<file path="config.mk">
export PLATFORM = sky130hd
export DESIGN_NAME = sequential_list_engine_unit
export DESIGN_NICKNAME = d
export VERILOG_FILES = /design/src/rtl/core/sle_pkg.sv /design/src/rtl/core/sequential_list_engine_unit.sv /design/src/rtl/core/sle_cell.sv
export SDC_FILE = /design/constraint.sdc
export NUM_CORES = 2
export LEC_CHECK = 0
export BUFFER_PORTS_ARGS = -buffer_cell sky130_fd_sc_hd__buf_2
export CAP_MARGIN = 20
export CORE_MARGIN = 10
export CORE_UTILIZATION = 45
export CTS_CLUSTER_SIZE = 20
export DETAILED_ROUTE_END_ITERATION = 10
export GPL_ROUTABILITY_DRIVEN = 0
export HOLD_SLACK_MARGIN = 0.06
export SLEW_MARGIN = 20
export SYNTH_ARGS = -nofsm -noshare
export SYNTH_HDL_FRONTEND = slang
export SYNTH_SLANG_ARGS = --single-unit
</file>
<file path="constraint.sdc">
create_clock -name clk -period 21.1 [get_ports clk]
set_clock_uncertainty 0.1 [all_clocks]
set_input_delay 3.165 -clock clk [delete_from_list [all_inputs] [get_ports clk]]
set_output_delay 3.165 -clock clk [all_outputs]
set_load 0.01 [all_outputs]
</file>
<file path="src/rtl/core/sle_pkg.sv">
`timescale 1ns / 1ps
// ----------------------------------------------------------------------------
// sle_pkg
// Shared types and codes for the sequential list engine.
// ----------------------------------------------------------------------------
package sle_pkg;

    typedef enum logic [3:0] {
        FN_PUSH_BACK   = 4'd0,
        FN_POP_BACK    = 4'd1,
        FN_PUSH_FRONT  = 4'd2,
        FN_POP_FRONT   = 4'd3,
        FN_INSERT      = 4'd4,
        FN_ERASE       = 4'd5,
        FN_FIND        = 4'd6,
        FN_SORT        = 4'd7,
        FN_BINARY_FIND = 4'd8,
        FN_DUMP        = 4'd9
    } func_t;

    typedef enum logic [1:0] {
        ST_OK    = 2'd0,
        ST_EMPTY = 2'd1,
        ST_FULL  = 2'd2,
        ST_RANGE = 2'd3
    } status_t;

    typedef enum logic [1:0] {
        CELL_HOLD  = 2'd0,
        CELL_OPEN  = 2'd1,
        CELL_CLOSE = 2'd2,
        CELL_SORT  = 2'd3
    } cell_op_t;

    // broadcast to every cell in the row
    typedef struct packed {
        cell_op_t    op;
        logic        phase;
        logic [4:0]  at;
        logic [4:0]  count;
    } cell_ctrl_t;

endpackage

</file>
<file path="src/rtl/core/sequential_list_engine_unit.sv">
`timescale 1ns / 1ps
// ----------------------------------------------------------------------------
// sequential_list_engine_unit
// Packed list of signed words held in a row of cells, with list commands.
// ----------------------------------------------------------------------------
// usage
//   command channel: cmd_valid/cmd_stall with func, position, value. one
//   command is taken at a time; cmd_stall stays high until its last result
//   word has been loaded into the result register.
//   result channel: rsp_valid/rsp_stall with status, found, index, element,
//   count, last. a word waits in the result register while rsp_stall is high;
//   the engine holds its next result word until the register is free again.
//   cfg_we/cfg_data write capacity_limit; write it only while the engine is idle, the block does not enforce this.
// pace of each command
//   push, pop, insert, erase: cells from the position on shift at once; unused codes only answer
//   sort: one odd-even transposition phase per cycle
//   find: one slot compared per cycle
//   binary find: one probe per cycle
//   dump: one word per cycle while the result register is free
//   the shared slot read mux sets the search and dump pace.
// reset
//   count clears to zero and capacity_limit to 16; slot contents are left.
// ----------------------------------------------------------------------------
module sequential_list_engine_unit #(
    parameter int CAPACITY   = 16,
    parameter int DATA_WIDTH = 32
) (
    input  logic                          clk,
    input  logic                          rst_n,
    input  logic                          cfg_we,
    input  logic [4:0]                    cfg_data,
    input  logic                          cmd_valid,
    output logic                          cmd_stall,
    input  logic [3:0]                    func,
    input  logic [4:0]                    position,
    input  logic signed [DATA_WIDTH-1:0]  value,
    output logic                          rsp_valid,
    input  logic                          rsp_stall,
    output logic [1:0]                    status,
    output logic                          found,
    output logic [3:0]                    index,
    output logic signed [DATA_WIDTH-1:0]  element,
    output logic [4:0]                    count,
    output logic                          last
);
    import sle_pkg::*;

    localparam int NCELL = (CAPACITY < 16) ? CAPACITY : 16;
    localparam int IW    = $clog2(NCELL);

    typedef enum logic [6:0] {
        S_IDLE = 7'b0000001,
        S_EXEC = 7'b0000010,
        S_SORT = 7'b0000100,
        S_DONE = 7'b0001000,
        S_SCAN = 7'b0010000,
        S_BIN  = 7'b0100000,
        S_DUMP = 7'b1000000
    } state_t;

    state_t                        state_reg, state_next;
    logic [4:0]                    limit_reg;
    logic [4:0]                    count_reg, count_next;
    logic [3:0]                    func_reg;
    logic [4:0]                    pos_reg;
    logic signed [DATA_WIDTH-1:0]  val_reg;
    logic [IW-1:0]                 i_reg, i_next;
    logic [4:0]                    lo_reg, lo_next;
    logic [4:0]                    hi_reg, hi_next;

    logic                          rsp_valid_reg;
    logic [1:0]                    status_reg;
    logic                          found_reg;
    logic [3:0]                    index_reg;
    logic signed [DATA_WIDTH-1:0]  element_reg;
    logic [4:0]                    count_out_reg;
    logic                          last_reg;

    cell_ctrl_t                    ctrl;
    logic signed [DATA_WIDTH-1:0]  cell_elem [NCELL];
    logic signed [DATA_WIDTH-1:0]  rd_elem;
    logic [IW-1:0]                 rd_idx;
    logic [4:0]                    lim;
    logic [4:0]                    at_ins, at_del;
    logic [5:0]                    mid_sum;
    logic [4:0]                    mid;
    logic                          out_free;
    logic                          emit;
    status_t                       em_status;
    logic                          em_found;
    logic [IW-1:0]                 em_index;
    logic signed [DATA_WIDTH-1:0]  em_elem;
    logic                          em_last;

    genvar g;
    generate
        for (g = 0; g < NCELL; g++)
        begin : g_cell
            logic signed [DATA_WIDTH-1:0] lft, rgt;
            if (g == 0)
            begin : g_first
                assign lft = cell_elem[g];
            end
            else
            begin : g_mid_l
                assign lft = cell_elem[g-1];
            end
            if (g == NCELL - 1)
            begin : g_end
                assign rgt = cell_elem[g];
            end
            else
            begin : g_mid_r
                assign rgt = cell_elem[g+1];
            end
            sle_cell #(
                .DATA_WIDTH (DATA_WIDTH),
                .IDX        (g)
            ) u_cell (
                .clk   (clk),
                .ctrl  (ctrl),
                .value (val_reg),
                .left  (lft),
                .right (rgt),
                .elem  (cell_elem[g])
            );
        end
    endgenerate

    assign lim      = (limit_reg > 5'(NCELL)) ? 5'(NCELL) : limit_reg;
    assign out_free = !rsp_valid_reg || !rsp_stall;
    assign mid_sum  = {1'b0, lo_reg} + {1'b0, hi_reg};
    assign mid      = mid_sum[5:1];
    assign rd_idx   = (state_reg == S_BIN) ? mid[IW-1:0] : i_reg;
    assign rd_elem  = cell_elem[rd_idx];

    always_comb
    begin
        at_ins = pos_reg;
        at_del = pos_reg;
        if (func_reg == FN_PUSH_BACK)
            at_ins = count_reg;
        else if (func_reg == FN_PUSH_FRONT)
            at_ins = 5'd0;
        if (func_reg == FN_POP_BACK)
            at_del = count_reg - 5'd1;
        else if (func_reg == FN_POP_FRONT)
            at_del = 5'd0;
    end

    always_comb
    begin
        state_next = state_reg;
        count_next = count_reg;
        i_next     = i_reg;
        lo_next    = lo_reg;
        hi_next    = hi_reg;
        ctrl.op    = CELL_HOLD;
        ctrl.phase = lo_reg[0];
        ctrl.at    = 5'd0;
        ctrl.count = count_reg;
        emit       = 1'b0;
        em_status  = ST_OK;
        em_found   = 1'b0;
        em_index   = '0;
        em_elem    = '0;
        em_last    = 1'b1;

        unique case (state_reg)
            S_IDLE:
            begin
                if (cmd_valid)
                    state_next = S_EXEC;
            end
            S_EXEC:
            begin
                unique case (func_reg)
                    FN_PUSH_BACK, FN_PUSH_FRONT, FN_INSERT:
                    begin
                        if (out_free)
                        begin
                            emit       = 1'b1;
                            state_next = S_IDLE;
                            if (count_reg >= lim)
                                em_status = ST_FULL;
                            else if (at_ins > count_reg)
                                em_status = ST_RANGE;
                            else
                            begin
                                ctrl.op    = CELL_OPEN;
                                ctrl.at    = at_ins;
                                count_next = count_reg + 5'd1;
                            end
                        end
                    end
                    FN_POP_BACK, FN_POP_FRONT, FN_ERASE:
                    begin
                        if (out_free)
                        begin
                            emit       = 1'b1;
                            state_next = S_IDLE;
                            if (count_reg == 5'd0)
                                em_status = ST_EMPTY;
                            else if (at_del >= count_reg)
                                em_status = ST_RANGE;
                            else
                            begin
                                ctrl.op    = CELL_CLOSE;
                                ctrl.at    = at_del;
                                count_next = count_reg - 5'd1;
                            end
                        end
                    end
                    FN_FIND, FN_DUMP:
                    begin
                        i_next = '0;
                        if (count_reg != 5'd0)
                            state_next = (func_reg == FN_FIND) ? S_SCAN : S_DUMP;
                        else if (out_free)
                        begin
                            emit       = 1'b1;
                            em_status  = ST_EMPTY;
                            state_next = S_IDLE;
                        end
                    end
                    FN_BINARY_FIND:
                    begin
                        lo_next = 5'd0;
                        hi_next = count_reg;
                        if (count_reg != 5'd0)
                            state_next = S_BIN;
                        else if (out_free)
                        begin
                            emit       = 1'b1;
                            em_status  = ST_EMPTY;
                            state_next = S_IDLE;
                        end
                    end
                    FN_SORT:
                    begin
                        // lo doubles as the phase counter during sort
                        lo_next    = 5'd0;
                        state_next = S_SORT;
                    end
                    default:
                    begin
                        if (out_free)
                        begin
                            emit       = 1'b1;
                            state_next = S_IDLE;
                        end
                    end
                endcase
            end
            S_SORT:
            begin
                if (lo_reg >= count_reg)
                    state_next = S_DONE;
                else
                begin
                    ctrl.op = CELL_SORT;
                    lo_next = lo_reg + 5'd1;
                end
            end
            S_DONE:
            begin
                if (out_free)
                begin
                    emit       = 1'b1;
                    state_next = S_IDLE;
                end
            end
            S_SCAN:
            begin
                if (rd_elem == val_reg)
                begin
                    if (out_free)
                    begin
                        emit       = 1'b1;
                        em_found   = 1'b1;
                        em_index   = i_reg;
                        state_next = S_IDLE;
                    end
                end
                else if ((5'(i_reg) + 5'd1) >= count_reg)
                begin
                    if (out_free)
                    begin
                        emit       = 1'b1;
                        state_next = S_IDLE;
                    end
                end
                else
                    i_next = i_reg + 1'b1;
            end
            S_BIN:
            begin
                if (lo_reg >= hi_reg)
                begin
                    if (out_free)
                    begin
                        emit       = 1'b1;
                        state_next = S_IDLE;
                    end
                end
                else if (rd_elem < val_reg)
                    lo_next = mid + 5'd1;
                else if (rd_elem > val_reg)
                    hi_next = mid;
                else if (out_free)
                begin
                    emit       = 1'b1;
                    em_found   = 1'b1;
                    em_index   = mid[IW-1:0];
                    state_next = S_IDLE;
                end
            end
            S_DUMP:
            begin
                if (out_free)
                begin
                    emit     = 1'b1;
                    em_index = i_reg;
                    em_elem  = rd_elem;
                    em_last  = (5'(i_reg) + 5'd1) >= count_reg;
                    i_next   = i_reg + 1'b1;
                    if (em_last)
                        state_next = S_IDLE;
                end
            end
            default:
            begin
                state_next = S_IDLE;
            end
        endcase
    end

    always_ff @(posedge clk or negedge rst_n)
    begin
        if (!rst_n)
        begin
            state_reg     <= S_IDLE;
            limit_reg     <= 5'd16;
            count_reg     <= 5'd0;
            rsp_valid_reg <= 1'b0;
        end
        else
        begin
            state_reg <= state_next;
            count_reg <= count_next;
            if (cfg_we)
                limit_reg <= cfg_data;
            if (emit)
                rsp_valid_reg <= 1'b1;
            else if (!rsp_stall)
                rsp_valid_reg <= 1'b0;
        end
    end

    always_ff @(posedge clk)
    begin
        i_reg  <= i_next;
        lo_reg <= lo_next;
        hi_reg <= hi_next;
        if (state_reg == S_IDLE)
        begin
            func_reg <= func;
            pos_reg  <= position;
            val_reg  <= value;
        end
        if (emit)
        begin
            status_reg    <= em_status;
            found_reg     <= em_found;
            index_reg     <= 4'(em_index);
            element_reg   <= em_elem;
            count_out_reg <= count_next;
            last_reg      <= em_last;
        end
    end

    assign cmd_stall = (state_reg != S_IDLE);
    assign rsp_valid = rsp_valid_reg;
    assign status    = status_reg;
    assign found     = found_reg;
    assign index     = index_reg;
    assign element   = element_reg;
    assign count     = count_out_reg;
    assign last      = last_reg;

`ifndef SYNTHESIS
    a_count_bound: assert property (@(posedge clk) disable iff (!rst_n)
        count_reg <= 5'(NCELL))
        else $error("element count above cell count");

    a_emit_free: assert property (@(posedge clk) disable iff (!rst_n)
        (rsp_valid && rsp_stall) |=> $stable(element) && $stable(status))
        else $error("result overwritten while stalled");

    a_busy_after_accept: assert property (@(posedge clk) disable iff (!rst_n)
        (cmd_valid && !cmd_stall) |=> (state_reg != S_IDLE))
        else $error("engine idle right after taking a command");
`endif

endmodule

</file>
<file path="src/rtl/core/sle_cell.sv">
`timescale 1ns / 1ps
// ----------------------------------------------------------------------------
// sle_cell
// One list slot: holds an element, shifts toward either neighbor and does one
// compare-exchange step of an odd-even transposition sort.
// ----------------------------------------------------------------------------
module sle_cell #(
    parameter int DATA_WIDTH = 32,
    parameter int IDX        = 0
) (
    input  logic                          clk,
    input  sle_pkg::cell_ctrl_t           ctrl,
    input  logic signed [DATA_WIDTH-1:0]  value,
    input  logic signed [DATA_WIDTH-1:0]  left,
    input  logic signed [DATA_WIDTH-1:0]  right,
    output logic signed [DATA_WIDTH-1:0]  elem
);
    import sle_pkg::*;

    localparam logic [4:0] ME = IDX[4:0];

    logic signed [DATA_WIDTH-1:0] elem_reg;
    logic signed [DATA_WIDTH-1:0] elem_next;
    logic                         pair_right;
    logic                         pair_left;

    // pair with right neighbor when our parity matches the phase and it holds a list element
    assign pair_right = (ME[0] == ctrl.phase) && ((ME + 5'd1) < ctrl.count);
    assign pair_left  = (ME != 5'd0) && (ME[0] != ctrl.phase) && (ME < ctrl.count);

    always_comb
    begin
        elem_next = elem_reg;
        unique case (ctrl.op)
            CELL_OPEN:
            begin
                if (ME > ctrl.at)
                    elem_next = left;
                else if (ME == ctrl.at)
                    elem_next = value;
            end
            CELL_CLOSE:
            begin
                if (ME >= ctrl.at)
                    elem_next = right;
            end
            CELL_SORT:
            begin
                if (pair_right && (right < elem_reg))
                    elem_next = right;
                else if (pair_left && (elem_reg < left))
                    elem_next = left;
            end
            default:
            begin
                elem_next = elem_reg;
            end
        endcase
    end

    always_ff @(posedge clk)
    begin
        elem_reg <= elem_next;
    end

    assign elem = elem_reg;

endmodule
</file>
==> summary.txt <==
Yosys
  – Number of instances in the synthesized netlist: 5,049
  – Proportion of synthesized flip-flops having asynchronous set or reset: 2.86%
  – Share of synthesized cell area in and, or, nand and nor gates: 13.6%
  – Primary FF master, synth: sky130_fd_sc_hd__edfxtp_1
  – Adder and majority cell fraction of the synthesized area: 14.2%
  – Cell area after synthesis: 47,600 sq um
  – Post-Syn Nets: 5,639
  – Area share of xor/xnor cells in the synthesized design: 0.221%
  – Flops & latches, synth: 630
  – Compound-Gate Fraction of Synth Area: 23.6%
  – Netlist cell types: 89
  – Combinational family with the most area after synthesis: compound AO/OA/AOI/OAI gates
  – Sequential fraction of the synthesis area: 39.6%
  – Synthesis Warnings: 0
  – Synthesized area divided by synthesized cell count: 9.43 sq um
  – Mux share of post-synthesis cell area: 1.80%
  – Number of enable flip-flop cells after synthesis: 612

Hold path
  – Worst hold stages: 1
  – Hold endpoint: limit_reg[3]
  – Min-delay src: limit_reg[3]
  – Worst min-delay path class: reg2reg

Detailed routing
  – Drt initial violations: 4,725
  – Total via count after detailed routing: 42,447
  – Via density: 6.56
  – DRC viols: 0
  – Antenna violation net count after detailed routing: 0
  – Total iterations of the first detailed-routing run: 6
  – Drt total wl: 189,000 um
  – Routed wire per std cell: 29.2 um

Worst setup path
  – Series of cell instances along the critical path: ha_1 -> inv_1 -> fa_1 -> xnor2_1 -> nand4b_1 -> o21a_4 -> buf_4 -> buf_4 -> buf_4 -> nor2_1 -> o311ai_0 -> o21ai_0 -> mux2_2 -> ha_1 -> a21o_1 -> a21o_1 -> a221o_1 -> a221oi_1 -> nand2_1 -> a21boi_0 -> mux2i_1 -> a211oi_1 -> a31oi_1
  – Critical R2R Launch: lo_reg[0]
  – Endpoint kind of the worst setup timing path: register
  – Cell type with the highest occurrence count on the critical path: sky130_fd_sc_hd__buf_4
  – Critical Path Slowest Stage Cell: sky130_fd_sc_hd__buf_4
  – Max Fanout on Critical Path: 108
  – Biggest cell delay along the critical path: 820 ps
  – Slack of the worst reg-to-reg path: 11,840 ps
  – Worst-case reg-to-reg path depth: 23
  – Required time of the worst setup path: 21,290 ps
  – CP Data Arrival Time: 9450 ps
  – Setup CP Type: reg2reg
  – Reg2Reg Capture Point: lo_reg[0]
  – Critical path startpoint category: register

STA
  – Relative max-transition margin: 15.4%
  – Fin Setup TNS: 0 ps
  – Part of the cycle the worst path needs: 43.9%
  – # setup viols final: 0
  – Worst Max-Slew Pin Slew: 1250 ps
  – Min Clock Period, post-route: 9260 ps
  – Unrepaired setup endpoints after global routing: false
  – Hold Fails Final Rpt: 0
  – Highest achievable clock rate: 0.108 GHz
  – Final Max Slew Viols: 0

Placed design
  – HPWL after DPL: 143,000 um
  – Total instance count after detailed placement: 6,325
  – Port Buf Inserts: 97

Global route
  – Overflow left after global routing: 0
  – Vias in the first global route: 41,872
  – Number of antenna violations at the first check in global routing: 2
  – Pin count of the biggest net entering global routing: 130
  – First-pass GRT wire length: 279,000 um
  – Global router's overall resource usage: 30.6%

Pwr
  – Lkg Pwr: 21.2 nW
  – PwrDens: 90.8 nW/um^2
  – Peak supply drop: 0.000149 V
  – Post-layout total power: 4.74 mW

Layout
  – Area used by multi-input combinational logic: 25,900 sq um
  – Layout overhead on the synthesized area: 9.68%
  – Max FFs per register: 512
  – Util after Layout: 49.7%
  – Share of cells above drive strength 1: 8.35%
  – Count of non-filler cells in the finished layout: 6,475
  – Number of nets in the layout: 5,605
  – Most common cell after layout, fill and taps aside: sky130_fd_sc_hd__edfxtp_1
  – Number of fillers in the final layout: 9,971
  – Most frequent cells in the layout: 612 x sky130_fd_sc_hd__edfxtp_1, 538 x sky130_fd_sc_hd__ha_1, 536 x sky130_fd_sc_hd__inv_1, 479 x sky130_fd_sc_hd__nand2_1, 446 x sky130_fd_sc_hd__nor2_1
  – Footprint of the flip-flops and latches: 18,800 sq um

Clock tree
  – # hold bufs at CTS: 0
  – Clock Latency Late Sink: 670 ps
  – Num Clock Sinks: 630
  – Clock tree from TritonCTS: yes
  – Cell at the root of the clock tree: sky130_fd_sc_hd__clkbuf_16
  – Level count of the clock H-tree: 3
  – Setup Fix Bufs, Post-CTS: 0
  – Clock transition at the registers of the reported paths: 60 ps
  – TritonCTS Buffers: 77
  – Clock Path Buffers: 3
  – Post-CTS sizing: 0

Run status
  – Outcome: finished clean

Die
  – Total Die Area: 119,000 sq um
  – Number of cell rows: 119
  – Effective utilization at floorplan: 45.3%
  – Horizontal die dimension: 345 um
  – CORE AREA: 105,000 sq um
  – Num ports: 98
  – Die height: 345 um

Job
  – Max_cap viols: 0
[worst max-delay path by stage]
stage	from	end	depth (start not counted)
after floorplan	hi_reg[0]	count[0]	22
after detailed placement	lo_reg[0]	lo_reg[4]	23
after CTS	lo_reg[0]	lo_reg[0]	23
after global placement	lo_reg[0]	lo_reg[3]	23
final	lo_reg[0]	lo_reg[0]	23
after global routing	lo_reg[0]	lo_reg[1]	23
[area by class of cell]
type / count / share of cell area [%]
Antenna cell: 4 / 0.0192
Sequential cell: 630 / 36.1
Clock buffer: 102 / 4.05
Multi-Input combinational cell: 3572 / 49.6
Timing Repair Buffer: 195 / 2.40
Tap cell: 1391 / 3.33
Clock inverter: 42 / 0.664
Inverter: 539 / 3.87
[metal layers]
layer	global-route usage [%]	up-vias	routed length, um
met2	48.0	2321	84500
li1	-	19040	-
met4	26.8	2	19900
met3	4.11	637	14100
met5	0	-	9
met1	36.7	20447	70700
[worst max-delay path: cells and delay by family, from the launching register on]
| kind | cells | cell delay [ps] |
|---|---|---|
| AOI/OAI and AO/OA | 10 | 3460 |
| xor gates and xnor gates | 1 | 180 |
| adders and majority gates | 3 | 980 |
| buffers and inverters | 4 | 2030 |
| DFF | 1 | 780 |
| muxes | 2 | 840 |
| and+or+nand+nor | 3 | 430 |
[synthesized netlist by cell type (17+ instances only)]
master                     instances  area share, %
sky130_fd_sc_hd__a211oi_1         36           0.57
sky130_fd_sc_hd__a21o_1           92            1.5
sky130_fd_sc_hd__a21oi_1         165            1.7
sky130_fd_sc_hd__a221o_1         354            7.4
sky130_fd_sc_hd__a22oi_1          38           0.60
sky130_fd_sc_hd__a31oi_1          17           0.22
sky130_fd_sc_hd__and2_1           89            1.2
sky130_fd_sc_hd__buf_1            17           0.13
sky130_fd_sc_hd__buf_2            73           0.77
sky130_fd_sc_hd__clkbuf_1        207            1.6
sky130_fd_sc_hd__edfxtp_1        612             39
sky130_fd_sc_hd__ha_1            538             14
sky130_fd_sc_hd__inv_1           537            4.2
sky130_fd_sc_hd__mux2_2           38           0.90
sky130_fd_sc_hd__mux2i_1          43           0.90
sky130_fd_sc_hd__nand2_1         480            3.8
sky130_fd_sc_hd__nand2b_1         29           0.38
sky130_fd_sc_hd__nand3_1          52           0.55
sky130_fd_sc_hd__nand4_1          74           0.97
sky130_fd_sc_hd__nor2_1          453            3.6
sky130_fd_sc_hd__nor2b_1          24           0.32
sky130_fd_sc_hd__nor3_1          147            1.5
sky130_fd_sc_hd__o211ai_1        138            2.2
sky130_fd_sc_hd__o21a_1           28           0.44
sky130_fd_sc_hd__o21ai_0         365            3.8
sky130_fd_sc_hd__o221ai_1         65            1.2
sky130_fd_sc_hd__o311ai_0         65            1.2
[cells by family (layout without fill, tap and decap cells)]
logic type	after synthesis	after routing
xor+xnor	12	12
buf+inv	847	878
fa+ha+maj	539	539
flops	630	630
simple gates	1429	1429
compound gates	1511	1511
mux	81	81
other cells	0	4
[metrics by stage]
stage	hold WS, ps	area, sq um	worst slack [ps]
global route	431	52200	11410
finish	412	52200	11840
detailed placement	402	49700	12050
CTS	415	52200	12020
floorplan	373	47600	12700
global placement	395	49700	12250
[power by group]
part / leakage (nW) / total (mW) / switching [mW] / internal (mW)
sequential: 5.82 / 1.77 / 0.200 / 1.57
clock: 1.20 / 1.35 / 0.583 / 0.767
combinational: 14.2 / 1.63 / 1.13 / 0.498
total: 21.2 / 4.74 / 1.91 / 2.83
Note: power is estimated with default switching activity, not from simulation.
